**config.mk**
```make
export PLATFORM = sky130hd
export DESIGN_NAME = first_fit_page_allocator_top_flat
export DESIGN_NICKNAME = d
export VERILOG_FILES = /design/src/design/ffpa_pkg.sv /design/src/design/ffpa_if.sv /design/src/design/ffpa_ram.sv /design/src/design/ffpa_front.sv /design/src/design/ffpa_queue.sv /design/src/design/ffpa_back.sv /design/src/design/first_fit_page_allocator_top.sv /design/src/flat_wrapper.sv
export SDC_FILE = /design/constraint.sdc
export NUM_CORES = 2
export LEC_CHECK = 0
export BUFFER_PORTS_ARGS = -buffer_cell sky130_fd_sc_hd__buf_2
export CAP_MARGIN = 20
export CORE_UTILIZATION = 48
export CTS_BUF_LIST = sky130_fd_sc_hd__clkbuf_8
export DETAILED_ROUTE_END_ITERATION = 10
export PLACE_DENSITY_LB_ADDON = 0.05
export SYNTH_ARGS = -nofsm -noshare
export SYNTH_HDL_FRONTEND = slang
export SYNTH_HIERARCHICAL = 1
export SYNTH_SLANG_ARGS = --single-unit
```
**constraint.sdc**
```tcl
create_clock -name clock -period 21.2 [get_ports clock]
set_input_delay 4.24 -clock clock [delete_from_list [all_inputs] [get_ports clock]]
set_output_delay 4.24 -clock clock [all_outputs]
set_load 0.05 [all_outputs]
```
**src/design/ffpa_pkg.sv**
```systemverilog
// Shared constants, codes and types of the first-fit page allocator.
// No dependencies; every other file of the block but ffpa_ram uses it.
`timescale 1ns / 1ps

package ffpa_pkg;

   localparam int NUM_PAGES   = 1024;
   localparam int CNT_W       = $clog2(NUM_PAGES + 1);
   localparam int WORD_BITS   = 8;
   localparam int BIT_W       = $clog2(WORD_BITS);
   localparam int NUM_WORDS   = (NUM_PAGES + WORD_BITS - 1) / WORD_BITS;
   localparam int WA_W        = (NUM_WORDS > 1) ? $clog2(NUM_WORDS) : 1;
   localparam int PG_W        = WA_W + BIT_W;
   localparam int CHK_W       = ((CNT_W > 11) ? CNT_W : 11) + 1;
   localparam int QUEUE_DEPTH = 2;
   localparam int QP_W        = $clog2(QUEUE_DEPTH);
   localparam int QC_W        = $clog2(QUEUE_DEPTH + 1);

   localparam int CMD_W    = 1;
   localparam int INDEX_W  = 10;
   localparam int COUNT_W  = 11;
   localparam int STATUS_W = 2;
   localparam int START_W  = 10;
   localparam int TOTAL_W  = 11;

   localparam logic [CMD_W-1:0] CMD_ALLOC = 1'b0;
   localparam logic [CMD_W-1:0] CMD_FREE  = 1'b1;

   typedef enum logic [STATUS_W-1:0] {
      ST_OK      = 2'd0,
      ST_ZERO    = 2'd1,
      ST_NOFIT   = 2'd2,
      ST_BADFREE = 2'd3
   } status_type;

   typedef enum logic [2:0] {
      OP_ALLOC,
      OP_FREE,
      OP_ZERO,
      OP_NOFIT,
      OP_BADFREE
   } op_type;

   typedef struct packed {
      op_type            op;
      logic [PG_W-1:0]   first;
      logic [CNT_W-1:0]  count;
   } cmd_type;

   typedef struct packed {
      logic full;
      logic empty;
   } qstat_type;

endpackage

```
**src/design/ffpa_if.sv**
```systemverilog
// Valid/ready channel interfaces for requests and responses.
// Depends on ffpa_pkg for field widths.
`timescale 1ns / 1ps

interface ffpa_req_if;
   logic                          valid;
   logic                          ready;
   logic [ffpa_pkg::CMD_W-1:0]    cmd;
   logic [ffpa_pkg::INDEX_W-1:0]  page_index;
   logic [ffpa_pkg::COUNT_W-1:0]  page_count;

   modport source (output valid, cmd, page_index, page_count, input ready);
   modport sink   (input valid, cmd, page_index, page_count, output ready);
endinterface

interface ffpa_rsp_if;
   logic                           valid;
   logic                           ready;
   logic [ffpa_pkg::STATUS_W-1:0]  status;
   logic [ffpa_pkg::START_W-1:0]   run_start;
   logic [ffpa_pkg::TOTAL_W-1:0]   free_total;

   modport source (output valid, status, run_start, free_total, input ready);
   modport sink   (input valid, status, run_start, free_total, output ready);
endinterface

```
**src/design/ffpa_ram.sv**
```systemverilog
// Generic single-write, single-read RAM with registered read data.
// No dependencies.
`timescale 1ns / 1ps

module ffpa_ram #(
   parameter int WIDTH = 8,
   parameter int DEPTH = 128
) (
   input  logic                                      clock,
   input  logic                                      we,
   input  logic [((DEPTH > 1) ? $clog2(DEPTH) : 1)-1:0] waddr,
   input  logic [WIDTH-1:0]                          wdata,
   input  logic [((DEPTH > 1) ? $clog2(DEPTH) : 1)-1:0] raddr,
   output logic [WIDTH-1:0]                          rdata
);

   logic [WIDTH-1:0] mem_ff [DEPTH];
   logic [WIDTH-1:0] rdata_ff;

   always_ff @(posedge clock) begin
      if (we) begin
         mem_ff[waddr] <= wdata;
      end
      rdata_ff <= mem_ff[raddr];
   end

   assign rdata = rdata_ff;

endmodule

```
**src/design/ffpa_front.sv**
```systemverilog
// Request intake: accepts transfers and classifies them into queue commands.
// Depends on ffpa_pkg and ffpa_if.
`timescale 1ns / 1ps

module ffpa_front (
   ffpa_req_if.sink                req_ch,
   input  ffpa_pkg::qstat_type     qstat,
   input  logic                    clearing,
   output logic                    push_valid,
   output ffpa_pkg::cmd_type       push_cmd
);

   logic [ffpa_pkg::CHK_W-1:0] cnt_ext;
   logic [ffpa_pkg::CHK_W-1:0] idx_ext;
   logic [ffpa_pkg::CHK_W-1:0] end_ext;

   assign req_ch.ready = !qstat.full && !clearing;
   assign push_valid   = req_ch.valid && req_ch.ready;

   assign cnt_ext = ffpa_pkg::CHK_W'(req_ch.page_count);
   assign idx_ext = ffpa_pkg::CHK_W'(req_ch.page_index);
   assign end_ext = idx_ext + cnt_ext;

   always_comb begin
      push_cmd.first = ffpa_pkg::PG_W'(idx_ext);
      push_cmd.count = ffpa_pkg::CNT_W'(cnt_ext);
      if (cnt_ext == '0) begin
         push_cmd.op = ffpa_pkg::OP_ZERO;
      end else if (req_ch.cmd == ffpa_pkg::CMD_ALLOC) begin
         if (cnt_ext > ffpa_pkg::CHK_W'(ffpa_pkg::NUM_PAGES)) begin
            push_cmd.op = ffpa_pkg::OP_NOFIT;
         end else begin
            push_cmd.op = ffpa_pkg::OP_ALLOC;
         end
      end else begin
         if (end_ext > ffpa_pkg::CHK_W'(ffpa_pkg::NUM_PAGES)) begin
            push_cmd.op = ffpa_pkg::OP_BADFREE;
         end else begin
            push_cmd.op = ffpa_pkg::OP_FREE;
         end
      end
   end

endmodule

```
**src/design/ffpa_queue.sv**
```systemverilog
// Short command queue between intake and execution.
// Depends on ffpa_pkg.
`timescale 1ns / 1ps

module ffpa_queue (
   input  logic                    clock,
   input  logic                    reset,
   input  logic                    push_valid,
   input  ffpa_pkg::cmd_type       push_cmd,
   input  logic                    pop,
   output ffpa_pkg::cmd_type       pop_cmd,
   output ffpa_pkg::qstat_type     qstat
);

   ffpa_pkg::cmd_type              entry_ff [ffpa_pkg::QUEUE_DEPTH];
   logic [ffpa_pkg::QP_W-1:0]      wr_ptr_ff, wr_ptr_in;
   logic [ffpa_pkg::QP_W-1:0]      rd_ptr_ff, rd_ptr_in;
   logic [ffpa_pkg::QC_W-1:0]      count_ff, count_in;

   always_comb begin
      wr_ptr_in = wr_ptr_ff;
      rd_ptr_in = rd_ptr_ff;
      count_in  = count_ff;
      if (push_valid) begin
         wr_ptr_in = wr_ptr_ff + 1'b1;
      end
      if (pop) begin
         rd_ptr_in = rd_ptr_ff + 1'b1;
      end
      if (push_valid && !pop) begin
         count_in = count_ff + 1'b1;
      end else if (pop && !push_valid) begin
         count_in = count_ff - 1'b1;
      end
   end

   always_ff @(posedge clock) begin
      if (reset) begin
         wr_ptr_ff <= '0;
         rd_ptr_ff <= '0;
         count_ff  <= '0;
      end else begin
         wr_ptr_ff <= wr_ptr_in;
         rd_ptr_ff <= rd_ptr_in;
         count_ff  <= count_in;
      end
      if (push_valid) begin
         entry_ff[wr_ptr_ff] <= push_cmd;
      end
   end

   assign pop_cmd     = entry_ff[rd_ptr_ff];
   assign qstat.full  = (count_ff == ffpa_pkg::QC_W'(ffpa_pkg::QUEUE_DEPTH));
   assign qstat.empty = (count_ff == '0);

endmodule

```
**src/design/ffpa_back.sv**
```systemverilog
// Execution engine: bitmap RAM, word-serial scan/check/modify/walk-back sequencer,
// free-page counter and response register. Depends on ffpa_pkg, ffpa_if, ffpa_ram.
`timescale 1ns / 1ps

module ffpa_back (
   input  logic                    clock,
   input  logic                    reset,
   input  ffpa_pkg::qstat_type     qstat,
   input  ffpa_pkg::cmd_type       pop_cmd,
   output logic                    pop,
   output logic                    clearing,
   ffpa_rsp_if.source              rsp_ch
);

   localparam int PGX_W = ((ffpa_pkg::PG_W > ffpa_pkg::CNT_W) ?
                           ffpa_pkg::PG_W : ffpa_pkg::CNT_W) + 1;

   typedef enum logic [3:0] {
      S_CLEAR, S_IDLE, S_SCAN_RD, S_SCAN_EV, S_CHK_RD, S_CHK_EV,
      S_MOD_RD, S_MOD_EV, S_BACK_RD, S_BACK_EV
   } state_type;

   state_type                        state_ff, state_in;
   logic [ffpa_pkg::WA_W-1:0]        waddr_ff, waddr_in;
   logic                             is_free_ff, is_free_in;
   logic [ffpa_pkg::PG_W-1:0]        lo_ff, lo_in;
   logic [ffpa_pkg::CNT_W-1:0]       count_ff, count_in;
   logic [ffpa_pkg::CNT_W-1:0]       len_ff, len_in;
   logic [ffpa_pkg::PG_W-1:0]        rstart_ff, rstart_in;
   logic [ffpa_pkg::PG_W-1:0]        cur_ff, cur_in;
   logic [ffpa_pkg::CNT_W-1:0]       free_pages_ff, free_pages_in;
   logic                             out_valid_ff, out_valid_in;
   ffpa_pkg::status_type             out_status_ff, out_status_in;
   logic [ffpa_pkg::PG_W-1:0]        out_start_ff, out_start_in;
   logic [ffpa_pkg::CNT_W-1:0]       out_total_ff, out_total_in;

   logic                             ram_we;
   logic [ffpa_pkg::WORD_BITS-1:0]   ram_wdata;
   logic [ffpa_pkg::WORD_BITS-1:0]   ram_rdata;

   logic [PGX_W-1:0]                 last_page;
   logic [ffpa_pkg::WA_W-1:0]        last_w;
   logic [ffpa_pkg::WA_W-1:0]        lo_w;
   logic [ffpa_pkg::WORD_BITS-1:0]   mask;
   logic                             slot_free;

   ffpa_ram #(
      .WIDTH (ffpa_pkg::WORD_BITS),
      .DEPTH (ffpa_pkg::NUM_WORDS)
   ) u_map (
      .clock (clock),
      .we    (ram_we),
      .waddr (waddr_ff),
      .wdata (ram_wdata),
      .raddr (waddr_ff),
      .rdata (ram_rdata)
   );

   assign last_page = PGX_W'(lo_ff) + PGX_W'(count_ff) - PGX_W'(1);
   assign last_w    = last_page[ffpa_pkg::BIT_W +: ffpa_pkg::WA_W];
   assign lo_w      = lo_ff[ffpa_pkg::BIT_W +: ffpa_pkg::WA_W];
   assign slot_free = !out_valid_ff || rsp_ch.ready;
   assign clearing  = (state_ff == S_CLEAR);

   always_comb begin
      logic [PGX_W-1:0] pg;
      for (int b = 0; b < ffpa_pkg::WORD_BITS; b++) begin
         pg = PGX_W'({waddr_ff, ffpa_pkg::BIT_W'(b)});
         mask[b] = (pg >= PGX_W'(lo_ff)) && (pg <= last_page);
      end
   end

   always_comb begin
      logic                        load;
      ffpa_pkg::status_type        ld_status;
      logic [ffpa_pkg::PG_W-1:0]   ld_start;
      logic [ffpa_pkg::CNT_W-1:0]  len_v;
      logic [ffpa_pkg::PG_W-1:0]   st_v;
      logic                        found_v;
      logic                        stop_v;
      logic [ffpa_pkg::PG_W-1:0]   c_v;
      logic [ffpa_pkg::PG_W-1:0]   page_v;
      logic [ffpa_pkg::PG_W-1:0]   prev_v;

      state_in      = state_ff;
      waddr_in      = waddr_ff;
      is_free_in    = is_free_ff;
      lo_in         = lo_ff;
      count_in      = count_ff;
      len_in        = len_ff;
      rstart_in     = rstart_ff;
      cur_in        = cur_ff;
      free_pages_in = free_pages_ff;
      pop           = 1'b0;
      ram_we        = 1'b0;
      ram_wdata     = '0;
      load          = 1'b0;
      ld_status     = ffpa_pkg::ST_OK;
      ld_start      = '0;
      len_v         = len_ff;
      st_v          = rstart_ff;
      found_v       = 1'b0;
      stop_v        = 1'b0;
      c_v           = cur_ff;
      page_v        = '0;
      prev_v        = lo_ff - 1'b1;

      case (state_ff)
         S_CLEAR: begin
            ram_we = 1'b1;
            if (waddr_ff == ffpa_pkg::WA_W'(ffpa_pkg::NUM_WORDS - 1)) begin
               state_in = S_IDLE;
            end else begin
               waddr_in = waddr_ff + 1'b1;
            end
         end
         S_IDLE: begin
            if (!qstat.empty && slot_free) begin
               pop      = 1'b1;
               lo_in    = pop_cmd.first;
               count_in = pop_cmd.count;
               case (pop_cmd.op)
                  ffpa_pkg::OP_ALLOC: begin
                     is_free_in = 1'b0;
                     waddr_in   = '0;
                     len_in     = '0;
                     state_in   = S_SCAN_RD;
                  end
                  ffpa_pkg::OP_FREE: begin
                     is_free_in = 1'b1;
                     waddr_in   = pop_cmd.first[ffpa_pkg::BIT_W +: ffpa_pkg::WA_W];
                     state_in   = S_CHK_RD;
                  end
                  ffpa_pkg::OP_ZERO: begin
                     load      = 1'b1;
                     ld_status = ffpa_pkg::ST_ZERO;
                  end
                  ffpa_pkg::OP_NOFIT: begin
                     load      = 1'b1;
                     ld_status = ffpa_pkg::ST_NOFIT;
                  end
                  default: begin
                     load      = 1'b1;
                     ld_status = ffpa_pkg::ST_BADFREE;
                  end
               endcase
            end
         end
         S_SCAN_RD: begin
            state_in = S_SCAN_EV;
         end
         S_SCAN_EV: begin
            for (int b = 0; b < ffpa_pkg::WORD_BITS; b++) begin
               page_v = {waddr_ff, ffpa_pkg::BIT_W'(b)};
               if (!found_v) begin
                  if (ram_rdata[b]) begin
                     if (len_v == '0) begin
                        st_v = page_v;
                     end
                     len_v = len_v + 1'b1;
                     if (len_v == count_ff) begin
                        found_v = 1'b1;
                     end
                  end else begin
                     len_v = '0;
                  end
               end
            end
            len_in    = len_v;
            rstart_in = st_v;
            if (found_v) begin
               lo_in    = st_v;
               waddr_in = st_v[ffpa_pkg::BIT_W +: ffpa_pkg::WA_W];
               state_in = S_MOD_RD;
            end else if (waddr_ff == ffpa_pkg::WA_W'(ffpa_pkg::NUM_WORDS - 1)) begin
               load      = 1'b1;
               ld_status = ffpa_pkg::ST_NOFIT;
               state_in  = S_IDLE;
            end else begin
               waddr_in = waddr_ff + 1'b1;
               state_in = S_SCAN_RD;
            end
         end
         S_CHK_RD: begin
            state_in = S_CHK_EV;
         end
         S_CHK_EV: begin
            if ((ram_rdata & mask) != '0) begin
               load      = 1'b1;
               ld_status = ffpa_pkg::ST_BADFREE;
               state_in  = S_IDLE;
            end else if (waddr_ff == last_w) begin
               waddr_in = lo_w;
               state_in = S_MOD_RD;
            end else begin
               waddr_in = waddr_ff + 1'b1;
               state_in = S_CHK_RD;
            end
         end
         S_MOD_RD: begin
            state_in = S_MOD_EV;
         end
         S_MOD_EV: begin
            ram_we    = 1'b1;
            ram_wdata = is_free_ff ? (ram_rdata | mask) : (ram_rdata & ~mask);
            if (waddr_ff != last_w) begin
               waddr_in = waddr_ff + 1'b1;
               state_in = S_MOD_RD;
            end else if (!is_free_ff) begin
               free_pages_in = free_pages_ff - count_ff;
               load          = 1'b1;
               ld_start      = lo_ff;
               state_in      = S_IDLE;
            end else begin
               free_pages_in = free_pages_ff + count_ff;
               if (lo_ff == '0) begin
                  load     = 1'b1;
                  state_in = S_IDLE;
               end else begin
                  cur_in   = lo_ff;
                  waddr_in = prev_v[ffpa_pkg::BIT_W +: ffpa_pkg::WA_W];
                  state_in = S_BACK_RD;
               end
            end
         end
         S_BACK_RD: begin
            state_in = S_BACK_EV;
         end
         S_BACK_EV: begin
            for (int b = ffpa_pkg::WORD_BITS - 1; b >= 0; b--) begin
               page_v = {waddr_ff, ffpa_pkg::BIT_W'(b)};
               if (!stop_v && (page_v < cur_ff)) begin
                  if (ram_rdata[b]) begin
                     c_v = page_v;
                  end else begin
                     stop_v = 1'b1;
                  end
               end
            end
            if (stop_v || (c_v == '0)) begin
               load     = 1'b1;
               ld_start = c_v;
               state_in = S_IDLE;
            end else begin
               cur_in   = c_v;
               waddr_in = waddr_ff - 1'b1;
               state_in = S_BACK_RD;
            end
         end
         default: begin
            state_in = S_IDLE;
         end
      endcase

      out_valid_in  = load ? 1'b1 : (out_valid_ff && !rsp_ch.ready);
      out_status_in = load ? ld_status : out_status_ff;
      out_start_in  = load ? ld_start : out_start_ff;
      out_total_in  = load ? free_pages_in : out_total_ff;
   end

   always_ff @(posedge clock) begin
      if (reset) begin
         state_ff      <= S_CLEAR;
         waddr_ff      <= '0;
         free_pages_ff <= '0;
         out_valid_ff  <= 1'b0;
      end else begin
         state_ff      <= state_in;
         waddr_ff      <= waddr_in;
         free_pages_ff <= free_pages_in;
         out_valid_ff  <= out_valid_in;
      end
      is_free_ff    <= is_free_in;
      lo_ff         <= lo_in;
      count_ff      <= count_in;
      len_ff        <= len_in;
      rstart_ff     <= rstart_in;
      cur_ff        <= cur_in;
      out_status_ff <= out_status_in;
      out_start_ff  <= out_start_in;
      out_total_ff  <= out_total_in;
   end

   assign rsp_ch.valid      = out_valid_ff;
   assign rsp_ch.status     = out_status_ff;
   assign rsp_ch.run_start  = ffpa_pkg::START_W'(out_start_ff);
   assign rsp_ch.free_total = ffpa_pkg::TOTAL_W'(out_total_ff);

endmodule

```
**src/design/first_fit_page_allocator_top.sv**
```systemverilog
// Top level of the first-fit page allocator: intake, queue, execution engine.
// Depends on ffpa_pkg, ffpa_if, ffpa_front, ffpa_queue, ffpa_back.
//
//  channel  dir  transfer when        payload
//  req_ch   in   valid && ready       cmd, page_index, page_count
//  rsp_ch   out  valid && ready       status, run_start, free_total
//
// The bitmap is walked one 8-page word at a time: a RAM read state, then an evaluate state.
// Alloc: dispatch, then a scan of words up to the fit, then the words of the run are cleared.
// Free: dispatch, a check of each word of the range, a set of each, then a walk back over free pages.
// Zero-count and out-of-range commands are answered at dispatch, without a RAM access.
// After reset a clearing pass writes all NUM_WORDS (128) bitmap words; req_ch.ready is low.
// A waiting response does not block intake until the two-entry queue is full.
`timescale 1ns / 1ps

module first_fit_page_allocator_top (
   input  logic        clock,
   input  logic        reset,
   ffpa_req_if.sink    req_ch,
   ffpa_rsp_if.source  rsp_ch
);

   ffpa_pkg::qstat_type  qstat;
   ffpa_pkg::cmd_type    push_cmd;
   ffpa_pkg::cmd_type    pop_cmd;
   logic                 push_valid;
   logic                 pop;
   logic                 clearing;

   ffpa_front u_front (
      .req_ch     (req_ch),
      .qstat      (qstat),
      .clearing   (clearing),
      .push_valid (push_valid),
      .push_cmd   (push_cmd)
   );

   ffpa_queue u_queue (
      .clock      (clock),
      .reset      (reset),
      .push_valid (push_valid),
      .push_cmd   (push_cmd),
      .pop        (pop),
      .pop_cmd    (pop_cmd),
      .qstat      (qstat)
   );

   ffpa_back u_back (
      .clock    (clock),
      .reset    (reset),
      .qstat    (qstat),
      .pop_cmd  (pop_cmd),
      .pop      (pop),
      .clearing (clearing),
      .rsp_ch   (rsp_ch)
   );

   a_fail_start_zero: assert property (@(posedge clock) disable iff (reset)
      rsp_ch.valid && (rsp_ch.status != ffpa_pkg::ST_OK) |-> rsp_ch.run_start == '0)
      else $error("failed command carries a nonzero run_start");

   a_full_blocks: assert property (@(posedge clock) disable iff (reset)
      qstat.full |-> !req_ch.ready)
      else $error("intake ready while the queue is full");

   a_pop_needs_entry: assert property (@(posedge clock) disable iff (reset)
      pop |-> !qstat.empty && !clearing)
      else $error("command taken from an empty queue or during clearing");

   a_reset_quiet: assert property (@(posedge clock) disable iff (reset)
      $past(reset) |-> !rsp_ch.valid)
      else $error("response valid right after reset");

endmodule
```
**src/flat_wrapper.sv**
```systemverilog
// flat-port wrapper written by rule: the top's interface ports become plain ports
module first_fit_page_allocator_top_flat 
  (clock, reset, req_ch_valid, req_ch_cmd, req_ch_page_index, req_ch_page_count, req_ch_ready, rsp_ch_valid, rsp_ch_status, rsp_ch_run_start, rsp_ch_free_total, rsp_ch_ready);
  ffpa_req_if req_ch_i ();
  ffpa_rsp_if rsp_ch_i ();
  input  logic clock;
  input  logic reset;
  input wire logic [$bits(req_ch_i.valid)-1:0] req_ch_valid;
  input wire logic [$bits(req_ch_i.cmd)-1:0] req_ch_cmd;
  input wire logic [$bits(req_ch_i.page_index)-1:0] req_ch_page_index;
  input wire logic [$bits(req_ch_i.page_count)-1:0] req_ch_page_count;
  output wire logic [$bits(req_ch_i.ready)-1:0] req_ch_ready;
  output wire logic [$bits(rsp_ch_i.valid)-1:0] rsp_ch_valid;
  output wire logic [$bits(rsp_ch_i.status)-1:0] rsp_ch_status;
  output wire logic [$bits(rsp_ch_i.run_start)-1:0] rsp_ch_run_start;
  output wire logic [$bits(rsp_ch_i.free_total)-1:0] rsp_ch_free_total;
  input wire logic [$bits(rsp_ch_i.ready)-1:0] rsp_ch_ready;
  assign req_ch_i.valid = req_ch_valid;
  assign req_ch_i.cmd = req_ch_cmd;
  assign req_ch_i.page_index = req_ch_page_index;
  assign req_ch_i.page_count = req_ch_page_count;
  assign req_ch_ready = req_ch_i.ready;
  assign rsp_ch_valid = rsp_ch_i.valid;
  assign rsp_ch_status = rsp_ch_i.status;
  assign rsp_ch_run_start = rsp_ch_i.run_start;
  assign rsp_ch_free_total = rsp_ch_i.free_total;
  assign rsp_ch_i.ready = rsp_ch_ready;
  first_fit_page_allocator_top u_core (.clock(clock), .reset(reset), .req_ch(req_ch_i), .rsp_ch(rsp_ch_i));
endmodule
```
==> results.py <==
metrics = {
    "run_status": {
        "status": "complete, no violations",
    },
    "sta": {
        "fmax_mhz": 71.7,
        "worst_slew_pin_slew_ns": 1.21,
        "max-slew-margin-rel": 0.190,
        "tns_ns": 0,
        "fin_crit_ns": 13.95,
        "slew_violations": 0,
        "hold_violations": 0,
        "fin_ws_ns": 7.25,
        "fin_skew_ns": 0.0405,
        "finalSetupViolations": 0,
        "rsz0062_at_grt": "false",
        "min_period_over_period": 0.658,
    },
    "routing": {
        "wl_per_cell_um": 29.0,
        "dr_total_vias": 36000,
        "vias_per_cell": 6.25,
        "drtAntennaViolNets": 0,
        "wirelength_um": 167000,
        "drt_iter0_markers": 3768,
        "remaining_drc_errors": 0,
        "drt_pass1_iterations": 6,
    },
    "setup_path": {
        "cp.arrival_ns": 14.31,
        "cp-end-kind": "register",
        "crit_fanout": 23,
        "worstSetupStartpointType": "register",
        "ff2ff_setup_slack_ns": 7.25,
        "path_class": "reg -> reg",
        "ff2ff_path_depth": 47,
        "cpPeakStageDelay_ns": 0.89,
        "r2r_end": "u_core/u_back/rsp_ch.free_total[0]",
        "crit-reg2reg-launch": "u_core/u_back/len_ff[0]",
        "crit_buf_inv": 3,
        "critPathTopFamily": "simple AND/OR/NAND/NOR gates",
        "critPathSlowestCell": "nor3_2",
        "cp.required_ns": 21.56,
        "cpMostUsedCell": "nor2_1",
    },
    "finish": {
        "fin_cells": 5758,
        "layout-drive-gt1-share": 0.216,
        "postLayoutCoreUtil": 0.530,
        "area_growth_pct": 9.29,
        "nNetsFinal": 4104,
    },
    "cts": {
        "cts_buffer_depth": 3,
        "numCtsBuffers": 191,
        "cts_setup_buffers": 0,
        "cts_root_buf": "clkbuf_8",
        "insertion_delay_ns": 0.88,
        "cts_hold_buf": 0,
        "cts_max_level": 4,
        "cts_tree": "built",
        "clock_sinks": 1184,
        "clkSlewWorstSetupHoldPaths_ns": 0.06,
        "ctsResizeCount": 0,
    },
    "placement": {
        "placedCellCount": 5406,
        "dp_slack_ns": 7.46,
        "gp_congestion": 0.922,
        "io_buffer_count": 50,
        "dp_hpwl_um": 111000,
    },
    "global_route": {
        "grt_max_degree": 97,
        "antenna_found_initial": 4,
        "met3_usage": 0.0434,
        "met2_usage": 0.443,
        "globalRouteTotalUtil": 0.274,
        "grt_pass1_wl_um": 245000,
        "met1_usage": 0.377,
        "grt_pass1_vias": 36200,
        "grt-ovfl-total": 0,
        "busiest_layer": "met2",
    },
    "power_and_ir_drop": {
        "max-vdd-ir-drop_v": 0.0000837,
        "clockPowerShare": 0.289,
        "p_leak_uw": 0.0185,
        "cellPowerDensity_nw_per_um2": 99.9,
        "p_comb_frac": 0.286,
        "p_int_uw": 4240,
        "switchingPower_uw": 2120,
        "pwr-share-seq": 0.425,
        "p_sw_frac": 0.333,
    },
    "logic_synthesis": {
        "yosys.area.top_type": "edfxtp_1",
        "yosys_most_used_dff": "edfxtp_1",
        "synthCells": 3887,
        "synth_top_area_frac": 0.592,
        "synth_fp_nets": 4000,
        "synthTopCellsByArea": "edfxtp_1, mux4_2, nor2_1",
        "ys_warn_count": 6,
        "synth_cell_types": 149,
        "synth_edf_count": 1148,
        "ys_ff_latch": 1184,
        "syn_avg_cell_area_um2": 15.0,
        "netlist_area_um2": 58300,
        "async_flop_share": 0,
        "ys_seq_area_frac": 0.604,
    },
    "die": {
        "io_pins": 51,
        "start_util": 0.485,
        "die_w_um": 350,
        "coreArea_um2": 120000,
        "dieArea_um2": 123000,
        "die_y_um": 350,
        "rows": 127,
    },
    "min_path": {
        "min_from": "u_core/u_queue/rd_ptr_ff",
        "worst_hold_path_type": "reg -> reg",
        "holdPathStages": 2,
    },
    "job": {
        "maxCapViolCount": 0,
    },
}
==> routing by layer <==
metal	share of wire	vias to the layer above	wire length, µm
met2	0.48	1373	80600
met3	0.060	282	10000
met4	0.034	0	5710
met5	0	-	0
li1	-	15700	-
met1	0.42	18600	70600
==> final cells by class <==
type | instances | area (µm²)
Tap cell | 1612 | 2020
Fill cell | 10000 | 56500
Inverter | 121 | 455
Timing Repair Buffer | 127 | 893
Sequential cell | 1184 | 35200
Clock inverter | 149 | 846
Multi-Input combinational cell | 2366 | 21500
Clock buffer | 197 | 2710
Antenna cell | 2 | 5.00
==> layout by cell type, fill, tap and decap left out, types with 55 or more instances in the layout <==
master and n:
clkbuf_8 197, o21ai_0 105, nor2_1 297, buf_4 73, inv_1 176, xnor2_1 117
edfxtp_1 1148, mux4_2 336, nor3_1 80, clkinv_1 55, a21oi_1 111, nand3_1 84
ha_1 84, nand2_1 242
==> sequential cells by signal (all words and copies together) (netlist names), 11 cells and up, named ones only <==
signal / cells
u_core/u_back/count_ff: 11
u_core/u_back/free_pages_ff: 11
u_core/u_back/len_ff: 11
u_core/u_back/rsp_ch.free_total: 11
u_core/u_back/u_map/mem_ff: 1024
u_core/u_queue/entry_ff: 48
==> worst max-delay path by stage <==
stage                                  startpoint                                  to  slack, ns  cells past startpoint
after floorplan           u_core/u_back/len_ff[1]  u_core/u_back/rsp_ch.free_total[0]       9.53                     56
after global placement    u_core/u_back/len_ff[0]  u_core/u_back/rsp_ch.free_total[1]       7.75                     50
after detailed placement  u_core/u_back/len_ff[0]  u_core/u_back/rsp_ch.free_total[0]       7.46                     47
after CTS                 u_core/u_back/len_ff[0]  u_core/u_back/rsp_ch.free_total[0]       7.41                     47
after global routing      u_core/u_back/len_ff[0]  u_core/u_back/rsp_ch.free_total[0]       6.26                     49
final                     u_core/u_back/len_ff[0]  u_core/u_back/rsp_ch.free_total[0]       7.25                     47
==> kinds of logic after synthesis <==
group,count (synthesis),synth area share
adders and majority gates,87,0.0191
DFF,1184,0.604
AOI/OAI and AO/OA,619,0.0785
xor gates and xnor gates,152,0.0256
and+or+nand+nor,1071,0.0958
buffers and inverters,337,0.0279
muxes,437,0.149
==> metrics by stage <==
step | total power [µW] | hold slack (ns) | area [µm²]
3_5_place_dp | 4580 | 0.518 | 60000
4_1_cts | 6420 | 0.532 | 63600
5_1_grt | 6630 | 0.578 | 63700
2_1_floorplan | 3970 | 0.461 | 58300
6_report | 6360 | 0.531 | 63700
3_3_place_gp | 4570 | 0.480 | 60000
==> power by group through the flow <==
stage	logic [µW]	registers, µW	clock network, µW
floorplan	1240	2730	0
global placement	1820	2750	0
detailed placement	1820	2750	0
CTS	1830	2710	1880
global route	1930	2710	1990
finish	1820	2700	1840
==> cells in the mapped netlist (all sizes together) (14+ instances only) <==
cell,instances
a211oi,19
a21o,35
a21oi,116
a22oi,19
a31oi,32
and2,42
and3,36
and4,16
buf,126
clkbuf,89
dfxtp,36
edfxtp,1148
ha,84
inv,114
mux2,57
mux2i,44
mux4,336
nand2,244
nand2b,22
nand3,93
nand4,58
nor2,311
nor2b,35
nor3,86
nor4,37
o2111ai,17
o211ai,23
o21a,26
o21ai,128
o21bai,15
o22ai,21
o31ai,20
or3,28
or4,14
xnor2,119
xor2,24
==> tightest hold or removal path: stages (launching register included) <==
cell and delay (ns):
dfxtp_1 0.33, xnor2_1 0.08, nor2_1 0.08
Power figures use the tool's default switching activity.
